[config.mk]
export PLATFORM = sky130hd
export DESIGN_NAME = rsa_crt_decrypt
export DESIGN_NICKNAME = d
export VERILOG_FILES = /design/src/rcd_pkg.sv /design/src/rcd_div.sv /design/src/rcd_mul.sv /design/src/rsa_crt_decrypt.sv
export SDC_FILE = /design/constraint.sdc
export NUM_CORES = 2
export LEC_CHECK = 0
export BUFFER_PORTS_ARGS = -buffer_cell sky130_fd_sc_hd__buf_4
export CAP_MARGIN = 20
export CORE_ASPECT_RATIO = 0.75
export CORE_MARGIN = 1
export CORE_UTILIZATION = 25
export CTS_BUF_LIST = sky130_fd_sc_hd__clkbuf_2 sky130_fd_sc_hd__clkbuf_4 sky130_fd_sc_hd__clkbuf_8
export DETAILED_ROUTE_END_ITERATION = 8
export PLACE_DENSITY = 0.4
export SLEW_MARGIN = 20
export SYNTH_ARGS = -nofsm -noshare
export SYNTH_HDL_FRONTEND = slang
export SYNTH_HIERARCHICAL = 1
export SYNTH_SLANG_ARGS = --single-unit
[constraint.sdc]
create_clock -name clk -period 5.55 [get_ports clk]
set_input_delay 0.555 -clock clk [delete_from_list [all_inputs] [get_ports clk]]
set_output_delay 0.555 -clock clk [all_outputs]
set_load 0.01 [all_outputs]
[src/rcd_pkg.sv]
// rcd_pkg: widths, register indexes and small helpers for the RSA CRT decrypt block.
// Used by rcd_div, rcd_mul and rsa_crt_decrypt; depends on nothing.
package rcd_pkg;

    localparam int PW        = 16;  // prime, residue and exponent-residue width
    localparam int WW        = 32;  // ciphertext, modulus and plaintext width
    localparam int DVW       = 33;  // dividend width of the shared divider
    localparam int MW        = 18;  // signed multiplier operand width
    localparam int DIV_STEPS = 33;  // one quotient bit per cycle
    localparam int DCW       = 6;   // divider step counter width

    localparam logic [1:0] CFG_EXP = 2'd0;
    localparam logic [1:0] CFG_P   = 2'd1;
    localparam logic [1:0] CFG_Q   = 2'd2;
    localparam logic [1:0] CFG_N   = 2'd3;

    typedef logic signed [MW-1:0]   mop_t;
    typedef logic signed [2*MW-1:0] prod_t;

    typedef struct packed {
        logic go;
    } div_ctl_t;

    typedef struct packed {
        logic done;
    } div_sts_t;

    function automatic mop_t to_mop(input logic [PW-1:0] v);
        return $signed({2'b00, v});
    endfunction

endpackage

[src/rcd_div.sv]
// rcd_div: restoring divider, one quotient bit per cycle, shared by every reduction.
// Depends on rcd_pkg.
module rcd_div
(
    input  logic                        clk,
    input  logic                        rst_n,
    input  rcd_pkg::div_ctl_t           ctl,
    input  logic [rcd_pkg::DVW-1:0]     dividend,
    input  logic [rcd_pkg::WW-1:0]      divisor,
    output rcd_pkg::div_sts_t           sts,
    output logic [rcd_pkg::DVW-1:0]     quotient,
    output logic [rcd_pkg::WW-1:0]      remainder
);

    logic                       run_reg, run_next;
    logic                       done_reg, done_next;
    logic [rcd_pkg::DCW-1:0]    cnt_reg, cnt_next;
    logic [rcd_pkg::WW-1:0]     rem_reg, rem_next;
    logic [rcd_pkg::DVW-1:0]    quo_reg, quo_next;
    logic [rcd_pkg::WW-1:0]     dvs_reg, dvs_next;
    logic [rcd_pkg::DVW-1:0]    trial;
    logic [rcd_pkg::DVW-1:0]    diff;
    logic                       ge;

    assign trial = {rem_reg, quo_reg[rcd_pkg::DVW-1]};
    assign diff  = trial - {1'b0, dvs_reg};
    assign ge    = (trial >= {1'b0, dvs_reg});

    always_comb
    begin
        run_next  = run_reg;
        done_next = 1'b0;
        cnt_next  = cnt_reg;
        rem_next  = rem_reg;
        quo_next  = quo_reg;
        dvs_next  = dvs_reg;
        if (ctl.go)
        begin
            run_next = 1'b1;
            cnt_next = '0;
            rem_next = '0;
            quo_next = dividend;
            dvs_next = divisor;
        end
        else if (run_reg)
        begin
            rem_next = ge ? diff[rcd_pkg::WW-1:0] : trial[rcd_pkg::WW-1:0];
            quo_next = {quo_reg[rcd_pkg::DVW-2:0], ge};
            cnt_next = cnt_reg + 1'b1;
            if (cnt_reg == rcd_pkg::DCW'(rcd_pkg::DIV_STEPS - 1))
            begin
                run_next  = 1'b0;
                done_next = 1'b1;
            end
        end
    end

    always_ff @(posedge clk or negedge rst_n)
    begin
        if (!rst_n)
        begin
            run_reg  <= 1'b0;
            done_reg <= 1'b0;
            cnt_reg  <= '0;
        end
        else
        begin
            run_reg  <= run_next;
            done_reg <= done_next;
            cnt_reg  <= cnt_next;
        end
    end

    always_ff @(posedge clk)
    begin
        rem_reg <= rem_next;
        quo_reg <= quo_next;
        dvs_reg <= dvs_next;
    end

    assign sts.done  = done_reg;
    assign quotient  = quo_reg;
    assign remainder = rem_reg;

endmodule

[src/rcd_mul.sv]
// rcd_mul: registered signed 18x18 multiplier shared by Euclid, exponentiation and Garner.
// Depends on rcd_pkg.
module rcd_mul
(
    input  logic            clk,
    input  rcd_pkg::mop_t   a,
    input  rcd_pkg::mop_t   b,
    output rcd_pkg::prod_t  prod
);

    rcd_pkg::prod_t prod_reg, prod_next;

    assign prod_next = a * b;

    always_ff @(posedge clk)
    begin
        prod_reg <= prod_next;
    end

    assign prod = prod_reg;

endmodule

[src/rsa_crt_decrypt.sv]
// rsa_crt_decrypt: top level, key registers and the sequencer that drives the shared units.
// Depends on rcd_pkg, rcd_div and rcd_mul.
//
//  channel  | ports                                  | transfer when
//  ---------+----------------------------------------+--------------------------
//  input    | start, cipher_value                    | start high and busy low
//  result   | done, plain_value, key_error           | done high (one cycle)
//  config   | cfg_we, cfg_index, cfg_data            | cfg_we high
//
// One item runs through extended Euclid (q^-1 mod p), two reductions of d,
// two square-and-multiply exponentiations and Garner recombination. Every
// modular reduction goes through the one restoring divider and every multiply
// through the one registered multiplier. The work for an item grows with E the
// Euclid steps, Bp and Bq the bit lengths of dP and dQ and W their set bits.
// busy stays high for the whole item, except that a key error found at start
// (p zero and q not one) is reported with busy low; the result strobe cannot
// be stalled.
// Reset clears the sequencer and loads the key registers with d=0, p=2, q=3, n=6.
module rsa_crt_decrypt
#(
    parameter int PRIME_BITS = 16,
    parameter int EXP_BITS   = 32
)
(
    input  logic                    clk,
    input  logic                    rst_n,
    input  logic                    start,
    output logic                    busy,
    input  logic [31:0]             cipher_value,
    output logic                    done,
    output logic [31:0]             plain_value,
    output logic                    key_error,
    input  logic                    cfg_we,
    input  logic [1:0]              cfg_index,
    input  logic [31:0]             cfg_data
);

    localparam int PB = (PRIME_BITS < rcd_pkg::PW) ? PRIME_BITS : rcd_pkg::PW;
    localparam int EB = (EXP_BITS < rcd_pkg::WW) ? EXP_BITS : rcd_pkg::WW;
    localparam logic [rcd_pkg::PW-1:0] PMASK =
        rcd_pkg::PW'(((rcd_pkg::PW+1)'(1) << PB) - (rcd_pkg::PW+1)'(1));
    localparam logic [rcd_pkg::WW-1:0] DMASK =
        rcd_pkg::WW'(((rcd_pkg::WW+1)'(1) << EB) - (rcd_pkg::WW+1)'(1));

    typedef enum logic [28:0] {
        S_IDLE   = 29'h1 << 0,
        S_EINIT  = 29'h1 << 1,
        S_ELOOP  = 29'h1 << 2,
        S_EDIV   = 29'h1 << 3,
        S_EMUL   = 29'h1 << 4,
        S_EUPD   = 29'h1 << 5,
        S_DP     = 29'h1 << 6,
        S_DPW    = 29'h1 << 7,
        S_DQ     = 29'h1 << 8,
        S_DQW    = 29'h1 << 9,
        S_PINIT  = 29'h1 << 10,
        S_PBASE  = 29'h1 << 11,
        S_PLOOP  = 29'h1 << 12,
        S_PAM    = 29'h1 << 13,
        S_PAD    = 29'h1 << 14,
        S_PAW    = 29'h1 << 15,
        S_PBM    = 29'h1 << 16,
        S_PBD    = 29'h1 << 17,
        S_PBW    = 29'h1 << 18,
        S_PDONE  = 29'h1 << 19,
        S_GSTART = 29'h1 << 20,
        S_G1W    = 29'h1 << 21,
        S_G2W    = 29'h1 << 22,
        S_G2M    = 29'h1 << 23,
        S_G3     = 29'h1 << 24,
        S_G3W    = 29'h1 << 25,
        S_G4M    = 29'h1 << 26,
        S_G5     = 29'h1 << 27,
        S_G5W    = 29'h1 << 28
    } state_t;

    state_t state_reg, state_next;

    // key registers
    logic [31:0]                exp_reg, exp_next;
    logic [15:0]                prime_p_reg, prime_p_next;
    logic [15:0]                prime_q_reg, prime_q_next;
    logic [31:0]                modulus_reg, modulus_next;

    // working registers
    logic [rcd_pkg::WW-1:0]     c_reg, c_next;
    logic [rcd_pkg::PW-1:0]     r0_reg, r0_next, r1_reg, r1_next;
    rcd_pkg::mop_t              t0_reg, t0_next, t1_reg, t1_next;
    logic [rcd_pkg::PW-1:0]     qinv_reg, qinv_next;
    logic [rcd_pkg::PW-1:0]     dp_reg, dp_next, dq_reg, dq_next;
    logic [rcd_pkg::PW-1:0]     mp_reg, mp_next, mq_reg, mq_next;
    logic [rcd_pkg::PW-1:0]     acc_reg, acc_next, b_reg, b_next, e_reg, e_next;
    logic                       sel_reg, sel_next;

    // shared unit operands
    logic                       div_go_reg, div_go_next;
    logic [rcd_pkg::DVW-1:0]    div_a_reg, div_a_next;
    logic [rcd_pkg::WW-1:0]     div_b_reg, div_b_next;
    rcd_pkg::mop_t              mul_a_reg, mul_a_next, mul_b_reg, mul_b_next;

    // result registers
    logic                       done_reg, done_next;
    logic [rcd_pkg::WW-1:0]     plain_reg, plain_next;
    logic                       kerr_reg, kerr_next;

    rcd_pkg::div_ctl_t          div_ctl;
    rcd_pkg::div_sts_t          div_sts;
    logic [rcd_pkg::DVW-1:0]    div_quo;
    logic [rcd_pkg::WW-1:0]     div_rem;
    rcd_pkg::prod_t             mul_prod;

    logic [rcd_pkg::PW-1:0]     p_eff, q_eff, m_cur;
    logic [rcd_pkg::WW-1:0]     d_eff;
    logic [rcd_pkg::PW-1:0]     rem16;
    rcd_pkg::prod_t             t_new;
    rcd_pkg::mop_t              t_wrap;
    logic [rcd_pkg::PW:0]       gdiff;
    logic [rcd_pkg::DVW-1:0]    m_sum;

    assign p_eff  = prime_p_reg & PMASK;
    assign q_eff  = prime_q_reg & PMASK;
    assign d_eff  = exp_reg & DMASK;
    assign m_cur  = sel_reg ? q_eff : p_eff;
    assign rem16  = div_rem[rcd_pkg::PW-1:0];
    assign t_new  = rcd_pkg::prod_t'(t0_reg) - mul_prod;
    assign t_wrap = t0_reg + rcd_pkg::to_mop(p_eff);
    assign gdiff  = {1'b0, mp_reg} + {1'b0, p_eff} - {1'b0, rem16};
    assign m_sum  = rcd_pkg::DVW'(mq_reg) + mul_prod[rcd_pkg::DVW-1:0];

    assign div_ctl.go = div_go_reg;

    rcd_div u_div
    (
        .clk       (clk),
        .rst_n     (rst_n),
        .ctl       (div_ctl),
        .dividend  (div_a_reg),
        .divisor   (div_b_reg),
        .sts       (div_sts),
        .quotient  (div_quo),
        .remainder (div_rem)
    );

    rcd_mul u_mul
    (
        .clk  (clk),
        .a    (mul_a_reg),
        .b    (mul_b_reg),
        .prod (mul_prod)
    );

    // key register writes
    always_comb
    begin
        exp_next     = exp_reg;
        prime_p_next = prime_p_reg;
        prime_q_next = prime_q_reg;
        modulus_next = modulus_reg;
        if (cfg_we)
        begin
            unique case (cfg_index)
                rcd_pkg::CFG_EXP: exp_next     = cfg_data;
                rcd_pkg::CFG_P:   prime_p_next = cfg_data[15:0];
                rcd_pkg::CFG_Q:   prime_q_next = cfg_data[15:0];
                rcd_pkg::CFG_N:   modulus_next = cfg_data;
            endcase
        end
    end

    // sequencer
    always_comb
    begin
        state_next  = state_reg;
        c_next      = c_reg;
        r0_next     = r0_reg;
        r1_next     = r1_reg;
        t0_next     = t0_reg;
        t1_next     = t1_reg;
        qinv_next   = qinv_reg;
        dp_next     = dp_reg;
        dq_next     = dq_reg;
        mp_next     = mp_reg;
        mq_next     = mq_reg;
        acc_next    = acc_reg;
        b_next      = b_reg;
        e_next      = e_reg;
        sel_next    = sel_reg;
        div_go_next = 1'b0;
        div_a_next  = div_a_reg;
        div_b_next  = div_b_reg;
        mul_a_next  = mul_a_reg;
        mul_b_next  = mul_b_reg;
        done_next   = 1'b0;
        plain_next  = plain_reg;
        kerr_next   = kerr_reg;

        unique case (state_reg)
            S_IDLE:
            begin
                if (start)
                begin
                    c_next = cipher_value;
                    if (p_eff == '0)
                    begin
                        // inverse mod zero exists only for q equal to one
                        qinv_next = '0;
                        if (q_eff == rcd_pkg::PW'(1))
                            state_next = S_DP;
                        else
                        begin
                            plain_next = '0;
                            kerr_next  = 1'b1;
                            done_next  = 1'b1;
                        end
                    end
                    else
                    begin
                        div_go_next = 1'b1;
                        div_a_next  = rcd_pkg::DVW'(q_eff);
                        div_b_next  = rcd_pkg::WW'(p_eff);
                        state_next  = S_EINIT;
                    end
                end
            end
            S_EINIT:
            begin
                if (div_sts.done)
                begin
                    r0_next    = p_eff;
                    r1_next    = rem16;
                    t0_next    = '0;
                    t1_next    = rcd_pkg::mop_t'(1);
                    state_next = S_ELOOP;
                end
            end
            S_ELOOP:
            begin
                if (r1_reg == '0)
                begin
                    if (r0_reg != rcd_pkg::PW'(1))
                    begin
                        plain_next = '0;
                        kerr_next  = 1'b1;
                        done_next  = 1'b1;
                        state_next = S_IDLE;
                    end
                    else
                    begin
                        qinv_next  = t0_reg[rcd_pkg::MW-1] ? t_wrap[rcd_pkg::PW-1:0]
                                                           : t0_reg[rcd_pkg::PW-1:0];
                        state_next = S_DP;
                    end
                end
                else
                begin
                    div_go_next = 1'b1;
                    div_a_next  = rcd_pkg::DVW'(r0_reg);
                    div_b_next  = rcd_pkg::WW'(r1_reg);
                    state_next  = S_EDIV;
                end
            end
            S_EDIV:
            begin
                if (div_sts.done)
                begin
                    mul_a_next = rcd_pkg::to_mop(div_quo[rcd_pkg::PW-1:0]);
                    mul_b_next = t1_reg;
                    r0_next    = r1_reg;
                    r1_next    = rem16;
                    state_next = S_EMUL;
                end
            end
            S_EMUL:
            begin
                state_next = S_EUPD;
            end
            S_EUPD:
            begin
                t0_next    = t1_reg;
                t1_next    = t_new[rcd_pkg::MW-1:0];
                state_next = S_ELOOP;
            end
            S_DP:
            begin
                if (p_eff >= rcd_pkg::PW'(2))
                begin
                    div_go_next = 1'b1;
                    div_a_next  = rcd_pkg::DVW'(d_eff);
                    div_b_next  = rcd_pkg::WW'(p_eff - 1'b1);
                    state_next  = S_DPW;
                end
                else
                begin
                    dp_next    = '0;
                    state_next = S_DQ;
                end
            end
            S_DPW:
            begin
                if (div_sts.done)
                begin
                    dp_next    = rem16;
                    state_next = S_DQ;
                end
            end
            S_DQ:
            begin
                if (q_eff >= rcd_pkg::PW'(2))
                begin
                    div_go_next = 1'b1;
                    div_a_next  = rcd_pkg::DVW'(d_eff);
                    div_b_next  = rcd_pkg::WW'(q_eff - 1'b1);
                    state_next  = S_DQW;
                end
                else
                begin
                    dq_next    = '0;
                    sel_next   = 1'b0;
                    state_next = S_PINIT;
                end
            end
            S_DQW:
            begin
                if (div_sts.done)
                begin
                    dq_next    = rem16;
                    sel_next   = 1'b0;
                    state_next = S_PINIT;
                end
            end
            S_PINIT:
            begin
                if (m_cur < rcd_pkg::PW'(2))
                begin
                    acc_next   = '0;
                    state_next = S_PDONE;
                end
                else
                begin
                    div_go_next = 1'b1;
                    div_a_next  = rcd_pkg::DVW'(c_reg);
                    div_b_next  = rcd_pkg::WW'(m_cur);
                    state_next  = S_PBASE;
                end
            end
            S_PBASE:
            begin
                if (div_sts.done)
                begin
                    b_next     = rem16;
                    acc_next   = rcd_pkg::PW'(1);
                    e_next     = sel_reg ? dq_reg : dp_reg;
                    state_next = S_PLOOP;
                end
            end
            S_PLOOP:
            begin
                if (e_reg == '0)
                    state_next = S_PDONE;
                else if (e_reg[0])
                begin
                    mul_a_next = rcd_pkg::to_mop(acc_reg);
                    mul_b_next = rcd_pkg::to_mop(b_reg);
                    state_next = S_PAM;
                end
                else
                begin
                    mul_a_next = rcd_pkg::to_mop(b_reg);
                    mul_b_next = rcd_pkg::to_mop(b_reg);
                    state_next = S_PBM;
                end
            end
            S_PAM:
            begin
                state_next = S_PAD;
            end
            S_PAD:
            begin
                div_go_next = 1'b1;
                div_a_next  = mul_prod[rcd_pkg::DVW-1:0];
                div_b_next  = rcd_pkg::WW'(m_cur);
                state_next  = S_PAW;
            end
            S_PAW:
            begin
                if (div_sts.done)
                begin
                    acc_next   = rem16;
                    mul_a_next = rcd_pkg::to_mop(b_reg);
                    mul_b_next = rcd_pkg::to_mop(b_reg);
                    state_next = S_PBM;
                end
            end
            S_PBM:
            begin
                state_next = S_PBD;
            end
            S_PBD:
            begin
                div_go_next = 1'b1;
                div_a_next  = mul_prod[rcd_pkg::DVW-1:0];
                div_b_next  = rcd_pkg::WW'(m_cur);
                state_next  = S_PBW;
            end
            S_PBW:
            begin
                if (div_sts.done)
                begin
                    b_next     = rem16;
                    e_next     = e_reg >> 1;
                    state_next = S_PLOOP;
                end
            end
            S_PDONE:
            begin
                if (!sel_reg)
                begin
                    mp_next    = acc_reg;
                    sel_next   = 1'b1;
                    state_next = S_PINIT;
                end
                else
                begin
                    mq_next    = acc_reg;
                    state_next = S_GSTART;
                end
            end
            S_GSTART:
            begin
                if (p_eff == '0)
                begin
                    // h is zero: multiply zero by q to keep one recombine path
                    mul_a_next = '0;
                    mul_b_next = rcd_pkg::to_mop(q_eff);
                    state_next = S_G4M;
                end
                else
                begin
                    div_go_next = 1'b1;
                    div_a_next  = rcd_pkg::DVW'(mq_reg);
                    div_b_next  = rcd_pkg::WW'(p_eff);
                    state_next  = S_G1W;
                end
            end
            S_G1W:
            begin
                if (div_sts.done)
                begin
                    div_go_next = 1'b1;
                    div_a_next  = rcd_pkg::DVW'(gdiff);
                    div_b_next  = rcd_pkg::WW'(p_eff);
                    state_next  = S_G2W;
                end
            end
            S_G2W:
            begin
                if (div_sts.done)
                begin
                    mul_a_next = rcd_pkg::to_mop(qinv_reg);
                    mul_b_next = rcd_pkg::to_mop(rem16);
                    state_next = S_G2M;
                end
            end
            S_G2M:
            begin
                state_next = S_G3;
            end
            S_G3:
            begin
                div_go_next = 1'b1;
                div_a_next  = mul_prod[rcd_pkg::DVW-1:0];
                div_b_next  = rcd_pkg::WW'(p_eff);
                state_next  = S_G3W;
            end
            S_G3W:
            begin
                if (div_sts.done)
                begin
                    mul_a_next = rcd_pkg::to_mop(rem16);
                    mul_b_next = rcd_pkg::to_mop(q_eff);
                    state_next = S_G4M;
                end
            end
            S_G4M:
            begin
                state_next = S_G5;
            end
            S_G5:
            begin
                if (modulus_reg == '0)
                begin
                    plain_next = '0;
                    kerr_next  = 1'b0;
                    done_next  = 1'b1;
                    state_next = S_IDLE;
                end
                else
                begin
                    div_go_next = 1'b1;
                    div_a_next  = m_sum;
                    div_b_next  = modulus_reg;
                    state_next  = S_G5W;
                end
            end
            S_G5W:
            begin
                if (div_sts.done)
                begin
                    plain_next = div_rem;
                    kerr_next  = 1'b0;
                    done_next  = 1'b1;
                    state_next = S_IDLE;
                end
            end
            default:
            begin
                state_next = S_IDLE;
            end
        endcase
    end

    always_ff @(posedge clk or negedge rst_n)
    begin
        if (!rst_n)
        begin
            state_reg   <= S_IDLE;
            div_go_reg  <= 1'b0;
            done_reg    <= 1'b0;
            exp_reg     <= 32'd0;
            prime_p_reg <= 16'd2;
            prime_q_reg <= 16'd3;
            modulus_reg <= 32'd6;
        end
        else
        begin
            state_reg   <= state_next;
            div_go_reg  <= div_go_next;
            done_reg    <= done_next;
            exp_reg     <= exp_next;
            prime_p_reg <= prime_p_next;
            prime_q_reg <= prime_q_next;
            modulus_reg <= modulus_next;
        end
    end

    // hold working values; no reset needed
    always_ff @(posedge clk)
    begin
        c_reg     <= c_next;
        r0_reg    <= r0_next;
        r1_reg    <= r1_next;
        t0_reg    <= t0_next;
        t1_reg    <= t1_next;
        qinv_reg  <= qinv_next;
        dp_reg    <= dp_next;
        dq_reg    <= dq_next;
        mp_reg    <= mp_next;
        mq_reg    <= mq_next;
        acc_reg   <= acc_next;
        b_reg     <= b_next;
        e_reg     <= e_next;
        sel_reg   <= sel_next;
        div_a_reg <= div_a_next;
        div_b_reg <= div_b_next;
        mul_a_reg <= mul_a_next;
        mul_b_reg <= mul_b_next;
        plain_reg <= plain_next;
        kerr_reg  <= kerr_next;
    end

    assign busy        = (state_reg != S_IDLE);
    assign done        = done_reg;
    assign plain_value = plain_reg;
    assign key_error   = kerr_reg;

endmodule

### After elaboration in Yosys (flattened, before gate mapping)

Index checks and enable logic that the tools add are counted.

* output and inout bits: 35
* word-level logic and storage cells: 288
* bits of input ports: 70
* register bits after elaboration: 628

* muxes and demuxes: 127
* add/sub/neg operators: 9
* $lt $le $gt $ge: 4
* bitwise gates (word level): 1
* multiply operators: 1
* reductions and logical operators: 44
* equal/unequal tests: 68

Operator list (number)
* $pmux 29 s28: 1
* $mux 32: 16
* $mux 29: 15
* $mux 33: 11
* $pmux 32 s10: 1
* $pmux 33 s9: 1
* $mux 16: 17
* $mux 18: 12
* $pmux 18 s6: 2
* $pmux 16 s2: 5
* $pmux 32 s4: 1
* $pmux 18 s2: 2
* $logic_not 16->1: 3
* $pmux 16 s3: 1
* $mux 20: 2
* $ne 2x2->1 const B: 19
* $sub 16x1->17 const B: 2
* $add 16x33->33: 1
* $ge 33x32->1: 1
* $mul 18x18->33: 1
* $ge 16x2->1 const B: 2
* $logic_not 32->1: 1
* $sub 32x32->32: 1
* $eq 29x1->1 const B: 1
* other kinds (71): 135

### Depth between registers and ports, before layout

* word-level depth: 5
* gate-level depth with buffers: 24
* depth with buffers taken out: 23

### Modules after synthesis

The synthesis kept the hierarchy.

By module, submodules not included
* rsa_crt_decrypt: times used 1, cells an instance 2171, seq. area each 14026.0 µm², area each 25468.2 µm²
* rcd_mul: times used 1, cells an instance 1385, seq. area each 720.7 µm², area each 12889.9 µm²
* rcd_div: times used 1, cells an instance 571, seq. area each 2792.7 µm², area each 5980.7 µm²

### Worst setup path before layout

Ideal clock, no wire load.

* kind: register to register
* start point: register mul_b_reg[14]
* end point: register, netlist name u_mul/prod[34]
* data required time: 5488 ps
* setup time: 62 ps
* period minus slack after synthesis: 5975 ps
* data arrival time: 5913 ps
* cell stages (with the launch flop): 22
* path slack: -425 ps
* buffers on the path: 3
* path through: edfxtp_1 > clkbuf_1 > clkbuf_1 > nand2_1 > fa_1 > inv_1 > fa_1 > fa_1 > fa_1 > fa_1 > inv_1 > fa_1 > inv_1 > ha_1 > clkbuf_1 > a21oi_1 > o21ai_0 > a221oi_1 > a31o_1 > a21oi_1 > or4_1 > nand3_1

RTL lines
* start: declaration: line rsa_crt_decrypt.sv:99 `rcd_pkg::mop_t mul_a_reg, mul_a_next, mul_b_reg, mul_b_next;`
* start signal: assignment: line rsa_crt_decrypt.sv:566 `mul_b_reg <= mul_b_next;`

### Worst setup path after layout

* start point: register mul_a_reg[11]
* end point: register u_mul.prod_reg[20], in the netlist u_mul/prod[20]

* longest elaborated chain between the ends: 1

Ends and longest elaborated chain
* start: declaration: line rsa_crt_decrypt.sv:99
* start signal: assignment: line rsa_crt_decrypt.sv:565 `mul_a_reg <= mul_a_next;`
* $mul 18x18->33: line rcd_mul.sv:13 `assign prod_next = a * b;`
* via u_mul.prod_next[20]: line rcd_mul.sv:11 `rcd_pkg::prod_t prod_reg, prod_next;`
* end signal: assignment: line rcd_mul.sv:17 `prod_reg <= prod_next;`
* end: declaration: line rcd_mul.sv:11

The timed path passes the listed nets, and every way through them passes these cells.
A chain may end at the register's enable or synchronous reset.

==> metrics.yaml <==
critical_path:
  cp_top_family: "adder cells"
  path_max_fanout: 5
  endpoint_kind: "flip-flop"
  arrival_ns: 6.46
  path_class: "reg2reg"
  startpoint_type: "flip-flop"
  timing.rr.start: "mul_a_reg[11]"
  startpoint: "mul_a_reg[11]"
  reg2reg_to: "u_mul/prod[20]"
  crit_buf_inv: 5
  timing.critical_path.mode_cell: "fa_1"
  cp_cell_sequence: "buf_6, and2_4, fa_1, fa_1, ha_1, inv_2, fa_1, inv_1, fa_1, inv_1, fa_1, inv_2, ha_4, o41a_1, o31a_1, a221o_2, a21o_1, a21oi_2, xnor2_1"
  cp_slowest_cell: "edfxtp_1"
  slowest_delay_ns: 0.53
  r2r_cells: 19
  r2r_slack_ns: -0.19
  cp.required_ns: 6.27
outcome:
  outcome: "finished, violations left"
  violations: "DRC, setup timing"
synthesis:
  syn-cell-area_sq_mm: 0.0436
  yosys_warnings: 6
  syn_inst: 4054
  synth_area_per_cell_sq_um: 10.8
run:
  drv_cap: 0
floorplan:
  initial_utilization: 0.252
  coreArea_sq_mm: 0.173
  die_y_um: 364
  die_area_sq_mm: 0.176
  rows: 132
  die_w_um: 484
  io_pins: 105
global_route:
  grt_pass1_vias: 31700
  grt_overflow: 0
  antenna_found_initial: 9
  grt_max_degree: 108
  grt.total_usage: 0.169
  grt_pass1_wl_mm: 221
detailed_routing:
  viasPerCell: 4.71
  antenna_left: 0
  initialDrtViolationCount: 3165
  num_vias: 32000
  drt_wl_total_mm: 150
  routedWlPerCell_um: 22.1
  drc: 2
  drt_pass1_iterations: 9
placed_design:
  pre_cts_slack_ns: -0.528
  gp_congestion: 0.857
  port_buffers: 104
  dp_hpwl_mm: 117
final_layout:
  nets: 5029
  fillers: 17900
  syn_to_final_growth_pct: 20.7
  layout-drive-gt1-share: 0.207
clocking:
  clkSinkCount: 626
  path_clk_slew_ns: 0.06
  clk_latency_ns: 0.81
  cts_made_buffers: 105
  clockBufferDepth: 3
  htreeDepth: 3
  cts_root_buf: "clkbuf_8"
  cts_tree: "built"
power:
  p_leak_nw: 22.0
  peakVddDrop_mv: 0.187
  power_density_mw_per_mm2: 335
  power.total_w: 0.0176
sta:
  worst_pin_slew_ns: 1.19
  period_minus_slack_ns: 5.74
  relSlewSlack: 0.197
  final_hold_viol_count: 0
  fmaxAchievable_mhz: 174
  skew_ns: 0.0429
  layout_setup_ws_ns: -0.186
  grt_setup_unrepaired: "yes"
  period_share: 1.03
  holdWs_ns: 0.221
  setup_violations: 11
  slew_violations: 0
min_path:
  hp-class: "in2async"
==> per-stage QoR <==
| step | cells | TNS (ns) | util | instance area (sq um) |
|---|---|---|---|---|
| after floorplan | 4068 | -0.172 | - | 43800 |
| after global placement | 6504 | -5.56 | 0.281 | 48700 |
| after detailed placement | 6504 | -5.95 | 0.281 | 48700 |
| after CTS | 6789 | -1.58 | 0.302 | 52300 |
| after global routing | 6801 | -3.04 | 0.304 | 52700 |
| final | 6807 | -1.27 | 0.304 | 52700 |
==> layout make-up <==
cell class / instances / area, sq um / share of cell area
sequential: 626 / 17500 / 0.332
timing repair buffer: 433 / 3790 / 0.0720
tap: 2278 / 2850 / 0.0541
multi-input combinational: 2734 / 24300 / 0.461
clock buffer: 163 / 1990 / 0.0377
clock inverter: 36 / 264 / 0.00501
antenna: 7 / 17.5 / 0.000333
inverter: 530 / 1990 / 0.0378
==> where the power goes <==
group	total, W	switching, W	internal, W
combinational	0.00657	0.00384	0.00272
clock	0.00454	0.00212	0.00242
sequential	0.00654	0.000640	0.00590
total	0.0176	0.00660	0.0110
==> layout by cell type (no fill, tap or decap), types with 18 or more instances in the layout <==
master	n
inv_1	496
edfxtp_1	426
nand2_1	330
buf_4	313
fa_1	311
and2_1	265
nor2_1	220
ha_1	169
a21oi_1	157
mux2_2	136
dfrtp_1	128
clkbuf_8	123
o21ai_0	73
xnor2_1	68
dlygate4sd3_1	65
dfxtp_1	65
mux2i_1	60
a222oi_1	57
xor2_1	54
a21o_1	52
nand3_1	51
nor3_1	43
clkbuf_4	41
nor4_1	39
buf_6	34
inv_2	34
a211oi_1	31
nand2b_1	30
nor2b_1	29
nand4_1	26
or3_1	24
o211ai_1	24
fa_2	24
ha_4	23
o21ai_1	21
and2_4	19
and3_1	18
==> how the worst max path moves through the flow <==
stage	endpoint	cells past startpoint	slack, ns
final	u_mul/prod[20]	19	-0.19
after floorplan	u_mul/prod[28]	19	-0.07
after global placement	u_mul/prod[31]	18	-0.53
after detailed placement	u_mul/prod[31]	18	-0.53
after global routing	u_mul/prod[24]	23	-0.38
after CTS	u_mul/prod[24]	21	-0.21
==> routing by layer <==
| layer | vias up | track usage | share of wire |
|---|---|---|---|
| li1 | 14800 | - | - |
| met1 | 16200 | 0.280 | 0.55 |
| met2 | 967 | 0.223 | 0.38 |
| met3 | 119 | 0.0286 | 0.063 |
| met4 | 0 | 0.0280 | 0.013 |
| met5 | - | 0 | 0 |
==> repair_timing <==
item | CTS | global route
hold buffers | 65 | 0
gates resized for setup | 119 | 79
endpoints found under the setup margin | 15 | 15
endpoints found under the hold margin | 152 | 0
pin swaps | 110 | 120
buffers inserted | 22 | 9
cloned | 1 | 1
(Power assumes the default switching activity.)
